$ cat src/vca_pkg.sv
`default_nettype none
// ============================================================================
// vca_pkg
// shared types and constants of the voxel corner averager
// ============================================================================
package vca_pkg;

    // default sizes of the plane stores and of the sample port
    localparam int MAX_CELLS_X_DEF = 255;
    localparam int MAX_CELLS_Y_DEF = 255;
    localparam int SAMPLE_BITS_DEF = 16;

    // field widths
    localparam int POS_XY_W   = 8;
    localparam int POS_Z_W    = 16;
    localparam int MAXS_W     = 16;
    localparam int CELL_W     = 17;
    localparam int SUM_W      = 20;
    localparam int CFG_IDX_W  = 3;
    localparam int CFG_DATA_W = 17;
    localparam int CLAMP_W    = 13;

    // fixed point constants
    localparam logic [CELL_W-1:0] ONE_Q16  = 17'd65536;
    localparam logic [SUM_W-1:0]  HALF_Q19 = 20'd262144;
    localparam logic [SUM_W-1:0]  NUDGE    = 20'd52;

    // serial divider: one quotient bit per cycle
    localparam int DIV_STEPS = 17;
    localparam int DIV_CNT_W = 5;

    // neighbor taps read from the plane store
    localparam int TAP_COUNT = 4;
    localparam int TAP_CNT_W = 3;

    // configuration register indexes
    typedef enum logic [CFG_IDX_W-1:0] {
        CFG_CELLS_X    = 3'd0,
        CFG_CELLS_Y    = 3'd1,
        CFG_CELLS_Z    = 3'd2,
        CFG_MAX_SAMPLE = 3'd3,
        CFG_PAD_VALUE  = 3'd4
    } cfg_index_t;

    // sequencer states
    typedef enum logic [1:0] {
        ST_IDLE,
        ST_DIVIDE,
        ST_SUM,
        ST_EMIT
    } vca_state_t;

    // one plane store entry: previous layer cell and current layer cell
    typedef struct packed {
        logic [CELL_W-1:0] prev;
        logic [CELL_W-1:0] cur;
    } plane_word_t;

endpackage
`default_nettype wire

$ cat src/vca_serial_div.sv
`default_nettype none
// ============================================================================
// vca_serial_div
// restoring divider, one quotient bit per cycle, numer <= denom assumed
// ============================================================================
module vca_serial_div (
    input  wire logic                         clk,
    input  wire logic                         rst_n,
    input  wire logic                         start,
    input  wire logic [vca_pkg::CELL_W-1:0]   numer,
    input  wire logic [vca_pkg::MAXS_W-1:0]   denom,
    output logic                              busy,
    output logic                              finish,
    output logic [vca_pkg::CELL_W-1:0]        quotient
);

    logic [vca_pkg::DIV_CNT_W-1:0] cnt_reg;
    logic                          busy_reg;
    logic [vca_pkg::CELL_W-1:0]    rem_reg;
    logic [vca_pkg::CELL_W-1:0]    rem_next;
    logic [vca_pkg::CELL_W-1:0]    quo_reg;
    logic [vca_pkg::CELL_W-1:0]    quo_next;
    logic [vca_pkg::CELL_W-1:0]    cand;
    logic [vca_pkg::CELL_W-1:0]    denom_ext;
    logic                          ge;

    // first step compares the numerator itself (quotient bit 16)
    always_comb
    begin
        denom_ext = {1'b0, denom};
        cand      = (cnt_reg == '0) ? rem_reg : {rem_reg[vca_pkg::CELL_W-2:0], 1'b0};
        ge        = (cand >= denom_ext);
        rem_next  = ge ? (cand - denom_ext) : cand;
        quo_next  = {quo_reg[vca_pkg::CELL_W-2:0], ge};
    end

    assign finish   = busy_reg && (cnt_reg == vca_pkg::DIV_CNT_W'(vca_pkg::DIV_STEPS - 1));
    assign busy     = busy_reg;
    assign quotient = quo_reg;

    always_ff @(posedge clk or negedge rst_n)
    begin
        if (!rst_n)
        begin
            cnt_reg  <= '0;
            busy_reg <= 1'b0;
        end
        else if (start)
        begin
            cnt_reg  <= '0;
            busy_reg <= 1'b1;
        end
        else if (busy_reg)
        begin
            cnt_reg <= cnt_reg + 1'b1;
            if (finish)
            begin
                busy_reg <= 1'b0;
            end
        end
    end

    always_ff @(posedge clk)
    begin
        if (start)
        begin
            rem_reg <= numer;
            quo_reg <= '0;
        end
        else if (busy_reg)
        begin
            rem_reg <= rem_next;
            quo_reg <= quo_next;
        end
    end

endmodule
`default_nettype wire

$ cat config.mk
export PLATFORM = sky130hd
export DESIGN_NAME = vca_serial_div
export DESIGN_NICKNAME = d
export VERILOG_FILES = /design/src/vca_pkg.sv /design/src/vca_serial_div.sv
export SDC_FILE = /design/constraint.sdc
export NUM_CORES = 1
export LEC_CHECK = 0
export ABC_AREA = 1
export BUFFER_PORTS_ARGS = -buffer_cell sky130_fd_sc_hd__buf_2
export CAP_MARGIN = 0
export CORE_MARGIN = 3
export CORE_UTILIZATION = 28
export CTS_CLUSTER_DIAMETER = 150
export CTS_CLUSTER_SIZE = 10
export DETAILED_ROUTE_END_ITERATION = 16
export PLACE_DENSITY = 0.51
export SYNTH_ARGS = -nofsm -noshare
export SYNTH_HDL_FRONTEND = slang
export SYNTH_SLANG_ARGS = --single-unit
export TNS_END_PERCENT = 30
$ cat constraint.sdc
create_clock -name clk -period 2.7 [get_ports clk]
set_clock_uncertainty 0.15 [all_clocks]
set_input_delay 0.405 -clock clk [delete_from_list [all_inputs] [get_ports clk]]
set_output_delay 0.405 -clock clk [all_outputs]
set_load 0.05 [all_outputs]
After elaboration in Yosys (flattened, before gate mapping)
Cells that the tools add are included.
{"block": "word_totals", "in_bits": 36, "reg_bits": 40}
{"block": "op_classes", "muxes": 9, "n_reduce_logical": 3, "n_addsub": 2, "magnitude_cmp": 1, "n_eq_ne": 1}
{"operator": "17-bit two-way mux", "count": 4}
{"operator": "17-bit by 16-bit >= comparator with 1-bit output", "count": 1}
{"operator": "17-bit by 16-bit subtractor with 17-bit output", "count": 1}
{"operator": "5-bit two-way mux", "count": 2}
{"operator": "5-bit by 1-bit adder with 5-bit output (second input constant)", "count": 1}
{"operator": "5-bit == test (second input constant)", "count": 1}
{"operator": "5-bit zero test", "count": 1}
{"operator": "1-bit two-way mux", "count": 3}
{"operator": "2-bit nonzero test", "count": 1}
{"operator": "1-bit logical AND", "count": 1}

Longest topological paths before layout
Gate-level depths: netlist of the first run.
{"block": "logic_depth", "ltp_word": 6, "depth_mapped": 20, "depth_no_buf": 18}

Least setup slack after synthesis of the first run
No wires, ideal clock.
{"block": "synth_path", "kind": "register to register", "start": "register cnt_reg[0] (netlist bit)", "end": "register rem_reg[10] (netlist bit), data pin", "path_slack_ns": -0.241, "synth_period_minus_slack_ns": 2.941, "arrival_time_ns": 2.538, "stages_incl_launch_ff": 18, "required_ns": 2.296, "setup_time_ns": 0.254, "path_cell_list": "dfrtp_1 -> inv_1 -> ha_1 -> nand3_2 -> buf_2 -> mux2_2 -> ha_1 -> nand2_1 -> inv_1 -> nand2_1 -> nor2_1 -> nand2_1 -> nand3_2 -> nor2_4 -> buf_4 -> nand3b_1 -> nand3_1 -> nand2_1"}
{"block": "synth_between", "elab_chain_len": 6}
{"element": "start: declaration", "line_no": "vca_serial_div.sv:17", "source": "logic [vca_pkg::DIV_CNT_W-1:0] cnt_reg;"}
{"element": "start signal: assignment", "line_no": "vca_serial_div.sv:55", "source": "cnt_reg <= cnt_reg + 1'b1;"}
{"element": "5-bit zero test *", "line_no": "vca_serial_div.sv:31", "source": "cand = (cnt_reg == '0) ? rem_reg : {rem_reg[vca_pkg::CELL_W-2:0], 1'b0};"}
{"element": "17-bit two-way mux *", "line_no": "vca_serial_div.sv:31"}
{"element": "17-bit by 16-bit subtractor with 17-bit output / 17-bit by 16-bit >= comparator with 1-bit output (equally long branches)", "line_no": "vca_serial_div.sv:33, vca_serial_div.sv:32"}
{"element": "17-bit two-way mux *", "line_no": "vca_serial_div.sv:33", "source": "rem_next = ge ? (cand - denom_ext) : cand;"}
{"element": "17-bit two-way mux *", "line_no": "vca_serial_div.sv:70", "source": "else if (busy_reg)"}
{"element": "17-bit two-way mux *", "line_no": "vca_serial_div.sv:65", "source": "if (start)"}
{"element": "end signal: assignment", "line_no": "vca_serial_div.sv:67", "source": "rem_reg <= numer;"}
{"element": "end signal: assignment", "line_no": "vca_serial_div.sv:72", "source": "rem_reg <= rem_next;"}
{"element": "end: declaration", "line_no": "vca_serial_div.sv:19", "source": "logic [vca_pkg::CELL_W-1:0] rem_reg;"}
Every way passes the cells marked *; elsewhere a longest branch is shown, timed or not. The select of a mux whose other input is x is not followed.
A chain may end at the register's enable or synchronous reset.

Worst setup path in the final report of the first run
{"block": "layout_path", "start": "register cnt_reg[1] (netlist bit)", "end": "register rem_reg[16] (netlist bit), data pin"}
The elaborated chain is that of the path after synthesis.

==> flow_summary_export.csv, run 1 <==
group,metric,value,unit
outcome,status,"finished with violations",
outcome,violations,"setup timing",
timing,max_freq,0.3342,GHz
global_routing,track_usage,15.10,%
layout,postLayoutCellArea,4567,µm²
synth,postSynthAreaPerCell,6.600,µm²
floorplan,die_area,12530,µm²
floorplan,pin_count,55,
setup_path,crit_slowest_cell,"dfrtp_1",
floorplan,die_w,111.9,µm
cts,clockBufferDepth,2,
cts,htreeDepth,2,
setup_path,cp-end-kind,"register",
timing,worst_pin_slew,0.5106,ns
placed_design,dp_hpwl,7.116,mm
detailed_routing,first_pass_iters,4,
setup_path,crit_buf_inv,5,
global_routing,grt_overflow,0,
worst_hold_path,worstHoldEndpoint,"rem_reg[11]",
layout,synthToLayoutAreaGrowth,45.36,%
synth,synth_cells,476,
timing,rsz0062_at_grt,"true",
setup_path,critical_path_class,"reg2reg",
synth,syn-num-nets,531,
cts,cts_tree,"built",
setup_path,ff2ff_path_depth,15,
setup_path,critical_path_required,2.61,ns
global_routing,antenna_found_initial,0,
worst_hold_path,hold_path_depth,3,
setup_path,rrSetupSlack,-0.29,ns
layout,post-route-util,41.94,%
power,leakage,2.363,nW
power,ir_drop,0.4417,mV
power,p_per_area,914.7,nW/µm²
setup_path,worstPathArrival,2.90,ns
timing,hold_viol_final,0,
timing,min_period_over_period,110.8,%
synth,synth-edff-count,17,
synth,async_flop_share,15.00,%
detailed_routing,vias,3375,
floorplan,rows,38,
synth,syn_area,3142,µm²
synth,synth_seq_area_share,31.86,%
layout,drive_gt1_share,32.89,%
global_routing,grt_pass1_wl,15.69,mm
setup_path,regToRegEndpoint,"rem_reg[16]",
detailed_routing,via_per_inst,4.567,
cts,path_clk_slew,0.08,ns
floorplan,start_util,28.86,%
placed_design,dpl-instance-area,4015,µm²
setup_path,rr_startpoint,"cnt_reg[1]",
layout,nets,653,
detailed_routing,ant_nets,0,
placed_design,io_buffer_count,54,
floorplan,dieHeight,111.9,µm
global_routing,grt_max_degree,35,
synth,synth_cell_types,32,
worst_hold_path,hold_path.class,"in2reg",
timing,period_needed,2.992,ns
timing,timing.slew.headroom,65.87,%
cts,cts_made_buffers,5,
timing,finalWorstSetupSlack,-0.2918,ns
run,maxCapViolCount,0,
detailed_routing,routedWlPerCell,12.94,µm
floorplan,core,10890,µm²
setup_path,worst_setup_path_start_kind,"register",
timing,slew_viol_final,0,
detailed_routing,wl,9.561,mm
setup_path,critPathTopFamily,"buffers and inverters",
global_routing,grt_pass1_vias,3385,
synth,synth-seq-cells,40,
cts,clk_latency,0.29,ns
setup_path,cp_cell_sequence,"inv_2 -> ha_4 -> nand3_4 -> buf_12 -> buf_4 -> mux2_4 -> ha_4 -> a21oi_1 -> a21oi_4 -> nor2_4 -> buf_4 -> nand2_8 -> buf_4 -> nand3_2 -> nand2_1",
synth,synth_warnings,0,
synth,synth_ff_type,"edfxtp_1",
timing,fin_setup_tns,-4.851,ns
setup_path,crit_path_max_fanout,9,
placed_design,gp_congestion,0.8979,
timing,setup_viol,18,
layout,diodes,0,
detailed_routing,drt_first_iter_violations,95,
worst_hold_path,min_from,"numer[11]",
cts,clockRootBuffer,"clkbuf_8",
setup_path,slowest_delay,0.40,ns
setup_path,timing.critical_path.mode_cell,"buf_4",
detailed_routing,drc_errors,0,
cts,cts.sinks,40,
## layout by cell type, fill, tap and decap left out, types with 3 or more instances in the layout
cell type | netlist | routed
o21ai_2 | 0 | 4
nand2_1 | 162 | 151
xnor2_1 | 6 | 6
nand4_1 | 6 | 6
dfrtp_1 | 6 | 6
buf_2 | 4 | 54
nand2_2 | 0 | 10
inv_1 | 80 | 77
inv_2 | 9 | 12
nor3_1 | 3 | 3
buf_12 | 0 | 4
dfxtp_1 | 17 | 17
nor2_1 | 22 | 17
a21oi_1 | 23 | 16
clkbuf_8 | 0 | 5
nor2_2 | 1 | 5
nand3_2 | 3 | 4
nand3b_1 | 12 | 12
a21oi_2 | 0 | 6
buf_4 | 1 | 65
ha_4 | 0 | 11
o22ai_1 | 15 | 15
o21ai_1 | 1 | 4
nand3_1 | 34 | 32
o21ai_0 | 15 | 6
edfxtp_1 | 17 | 17
nor2_4 | 2 | 3
ha_1 | 18 | 7
## tightest hold or removal path: stages
cell,delay (ns)
buf_2,0.07
nand2_1,0.04
nand2_1,0.05
## routing by layer
metal / wire length (µm) / GRT usage (%) / up-vias
met5: 0 / 0 / -
met4: 125 / 3.163 / 0
met3: 655 / 3.315 / 10
met2: 4407 / 24.50 / 85
met1: 4373 / 20.69 / 1521
li1: - / - / 1759
## Yosys cell counts (3+ instances only)
library cell	number	share of area, %
nand2_1	162	19
inv_1	80	9.6
nand3_1	34	5.4
a21oi_1	23	3.7
nor2_1	22	2.6
ha_1	18	7.2
dfxtp_1	17	11
edfxtp_1	17	16
o21ai_0	15	2.4
o22ai_1	15	3.0
nand3b_1	12	2.9
inv_2	9	1.1
clkbuf_1	7	0.84
dfrtp_1	6	4.8
nand4_1	6	1.2
xnor2_1	6	1.7
buf_2	4	0.64
nand3_2	3	0.96
nor3_1	3	0.48
## power by group
part,switching (mW),internal [mW]
clock,0.201,0.181
sequential,0.0578,0.792
combinational,1.57,1.37
total,1.83,2.34
## through the flow
step           hold slack [ns]  power (mW)  setup WS [ns]  instances
3_3_place_gp           0.09054       3.229        -0.2944        711
4_1_cts                 0.2220       3.827        -0.2841        726
2_1_floorplan         -0.04059       2.417       -0.08216        476
5_1_grt                 0.2336       4.572        -0.4476        739
6_report                0.2292       4.177        -0.2918        739
3_5_place_dp           0.09304       3.240        -0.3100        711
## kinds of logic (layout without fill, tap and decap cells)
logic type	count (synthesis)	after routing	synth area share (%)
AND/OR/NAND/NOR	249	250	35.13
multiplexers	1	1	0.3584
flip-flops	40	40	31.86
adder cells (fa/ha/maj)	19	19	7.806
AO/OA/AOI/OAI	55	55	9.438
XOR/XNOR	8	8	2.230
buffers and inverters	104	226	13.18
## layout make-up
type,count,area [µm²]
fill,1162,6321
timing repair buffer,128,944.7
sequential,40,1001
clock inverter,1,5.005
clock buffer,7,76.32
multi-input combinational,333,2027
tap,140,175.2
inverter,90,337.8
## how the worst max path moves through the flow
stage | start | to | slack [ns] | cells past startpoint
final | cnt_reg[1] | rem_reg[16] | -0.29 | 15
after global routing | cnt_reg[1] | rem_reg[14] | -0.45 | 20
after CTS | cnt_reg[0] | rem_reg[13] | -0.28 | 20
after detailed placement | cnt_reg[1] | rem_reg[8] | -0.31 | 17
after global placement | cnt_reg[0] | rem_reg[8] | -0.29 | 17
after floorplan | cnt_reg[0] | rem_reg[8] | -0.08 | 20
## repair_timing
| item | CTS | global route |
|---|---|---|
| setup endpoints to repair | 18 | 18 |
| setup buffers | 4 | 12 |
| pin swaps | 4 | 7 |
| hold buffers | 1 | 0 |
| gates cloned | 2 | 2 |
| endpoints found under the hold margin | 6 | 0 |
| gates resized for setup | 16 | 37 |
Note: power is estimated with default switching activity, not from simulation.
==> inputs of run 2 (changes only) <==
BUFFER_PORTS_ARGS = not set   (was -buffer_cell sky130_fd_sc_hd__buf_2)
DONT_BUFFER_PORTS = 1   (was not set)
PLACE_DENSITY = 0.47   (was 0.51)
==> flow_summary_export.csv, run 2 (synthesized netlist as in run 1, its figures left out) <==
group,metric,value,unit
timing,finalWorstSetupSlack,-0.2229,ns
setup_path,critical_path_required,2.60,ns
timing,min_period_over_period,108.3,%
layout,nets,596,
worst_hold_path,hold_path.class,"in2reg",
setup_path,worstPathArrival,2.82,ns
placed_design,io_buffer_count,0,
cts,path_clk_slew,0.08,ns
placed_design,dpl-instance-area,3717,µm²
cts,cts_tree,"built",
placed_design,dp_slack,-0.3513,ns
power,p_sw_share,44.50,%
layout,final_cell_mix,"134 x nand2_1, 77 x inv_1, 57 x buf_4, 26 x nand2_2, 26 x nand3_1",
floorplan,core,10890,µm²
cts,clockBufferDepth,2,
outcome,status,"finished with violations",
timing,hold_viol_final,0,
cts,clockRootBuffer,"clkbuf_8",
cts,cts.sinks,40,
setup_path,critPathTopFamily,"simple AND/OR/NAND/NOR gates",
setup_path,crit_path_max_fanout,9,
layout,final_common_cell,"nand2_1",
detailed_routing,first_pass_iters,4,
power,ir_drop,0.3903,mV
detailed_routing,routedWlPerCell,13.84,µm
power,switchingPower,2.004,mW
power,clkPwrFrac,9.7,%
detailed_routing,vias,3151,
outcome,violations,"setup timing",
layout,postLayoutCellArea,4588,µm²
global_routing,grt_overflow,0,
power,pwr-share-comb,70.1,%
detailed_routing,wl,9.441,mm
floorplan,die_w,111.9,µm
setup_path,critical_path_class,"reg2reg",
layout,instances_no_fill,682,
layout,synthToLayoutAreaGrowth,46.04,%
timing,max_freq,0.3421,GHz
cts,cts_made_buffers,5,
timing,worst_pin_slew,0.5316,ns
setup_path,cp_cell_sequence,"inv_2 -> ha_4 -> nand3_4 -> buf_12 -> buf_8 -> o21ai_4 -> ha_4 -> nand2_4 -> inv_2 -> nand2_1 -> nand2_2 -> nand2_2 -> a21oi_4 -> nor2_4 -> buf_6 -> nand2_8 -> nand2_1 -> nand2_1 -> nand2_1 -> nand2_1",
floorplan,die_area,12530,µm²
timing,slew_viol_final,0,
layout,diodes,0,
cts,htreeDepth,2,
floorplan,pin_count,55,
detailed_routing,ant_nets,0,
global_routing,antenna_found_initial,0,
cts,clk_latency,0.29,ns
setup_path,cp-end-kind,"register",
power,leakage,2.163,nW
placed_design,dp_hpwl,6.922,mm
floorplan,dieHeight,111.9,µm
floorplan,start_util,28.86,%
power,p_int,2.500,mW
placed_design,gp_congestion,0.8631,
global_routing,track_usage,14.02,%
power,p_per_area,981.8,nW/µm²
timing,rsz0062_at_grt,"true",
timing,period_needed,2.923,ns
detailed_routing,drt_first_iter_violations,147,
setup_path,worst_setup_path_start_kind,"register",
global_routing,grt_max_degree,35,
detailed_routing,drc_errors,0,
setup_path,timing.critical_path.mode_cell,"nand2_1",
placed_design,dp.cells,655,
timing,timing.slew.headroom,64.51,%
layout,post-route-util,42.14,%
global_routing,grt_pass1_vias,2999,
run,maxCapViolCount,0,
power,p_seq_share,20.2,%
setup_path,slowest_delay,0.39,ns
layout,drive_gt1_share,33.58,%
timing,setup_viol,18,
detailed_routing,via_per_inst,4.620,
setup_path,crit_buf_inv,5,
timing,worst_hold_slack,0.03678,ns
floorplan,rows,38,
global_routing,grt_pass1_wl,14.32,mm
setup_path,crit_slowest_cell,"dfrtp_1",
[run 2: cell count changes in the layout (fill, tap and decap cells not counted), sizes merged]
| cell | change |
|---|---|
| buf | -58 |
| bufbuf | -1 |
| clkbuf | +2 |
[run 2: power groups by stage]
| stage | clock, mW | sequential (mW) | combinational, mW |
|---|---|---|---|
| finish | 0.437 | 0.911 | 3.16 |
| global route | 0.481 | 0.924 | 3.48 |
| CTS | 0.457 | 0.889 | 2.56 |
| detailed placement | 0 | 0.901 | 2.28 |
| global placement | 0 | 0.900 | 2.28 |
| floorplan | 0 | 0.882 | 1.53 |
[run 2: path summary, 6_finish.rpt]
check / slack (ns) / startpoint / depth (start not counted) / endpoint
hold / removal: 0.04 / start / 1 / cnt_reg[2]
min in group asynchronous: 0.28 / rst_n / 1 / cnt_reg[3]
max in group asynchronous: 1.90 / rst_n / 1 / cnt_reg[2]
setup / recovery: -0.22 / cnt_reg[1] / 20 / rem_reg[15]
setup reg to reg: -0.22 / cnt_reg[1] / 20 / rem_reg[15]
hold reg to reg: 0.46 / cnt_reg[4] / 3 / busy
[run 2: repair_timing]
action | CTS | global route
pin swaps | 7 | 39
endpoints found under the hold margin | 6 | 0
hold buffers | 1 | 0
resized for setup | 22 | 94
setup endpoints to repair | 18 | 18
buffers inserted | 5 | 7
gates cloned | 2 | 4
[run 2: area by class of cell]
class | count | area, µm²
clock buffers | 7 | 97.59
clock inverters | 1 | 5.005
fillers | 1137 | 6300
inverters | 90 | 337.8
multi-input cells | 333 | 2300
flip-flops and latches | 40 | 1001
well taps | 140 | 175.2
repair buffers | 71 | 671.9
[run 2: through the flow]
step | total power, mW | TNS, ns
floorplan | 2.417 | -1.101
global placement | 3.177 | -5.827
detailed placement | 3.180 | -5.867
CTS | 3.909 | -3.886
global route | 4.888 | -5.542
finish | 4.504 | -3.577
[run 2: layer usage]
metal | GRT usage [%] | vias up | part of all wire, % | wire length (µm)
met5 | 0 | - | 0 | 0
met4 | 3.244 | 0 | 0.42 | 40
met3 | 3.696 | 2 | 5.6 | 527
met2 | 22.70 | 63 | 49 | 4586
met1 | 18.74 | 1451 | 45 | 4287
li1 | - | 1635 | - | -
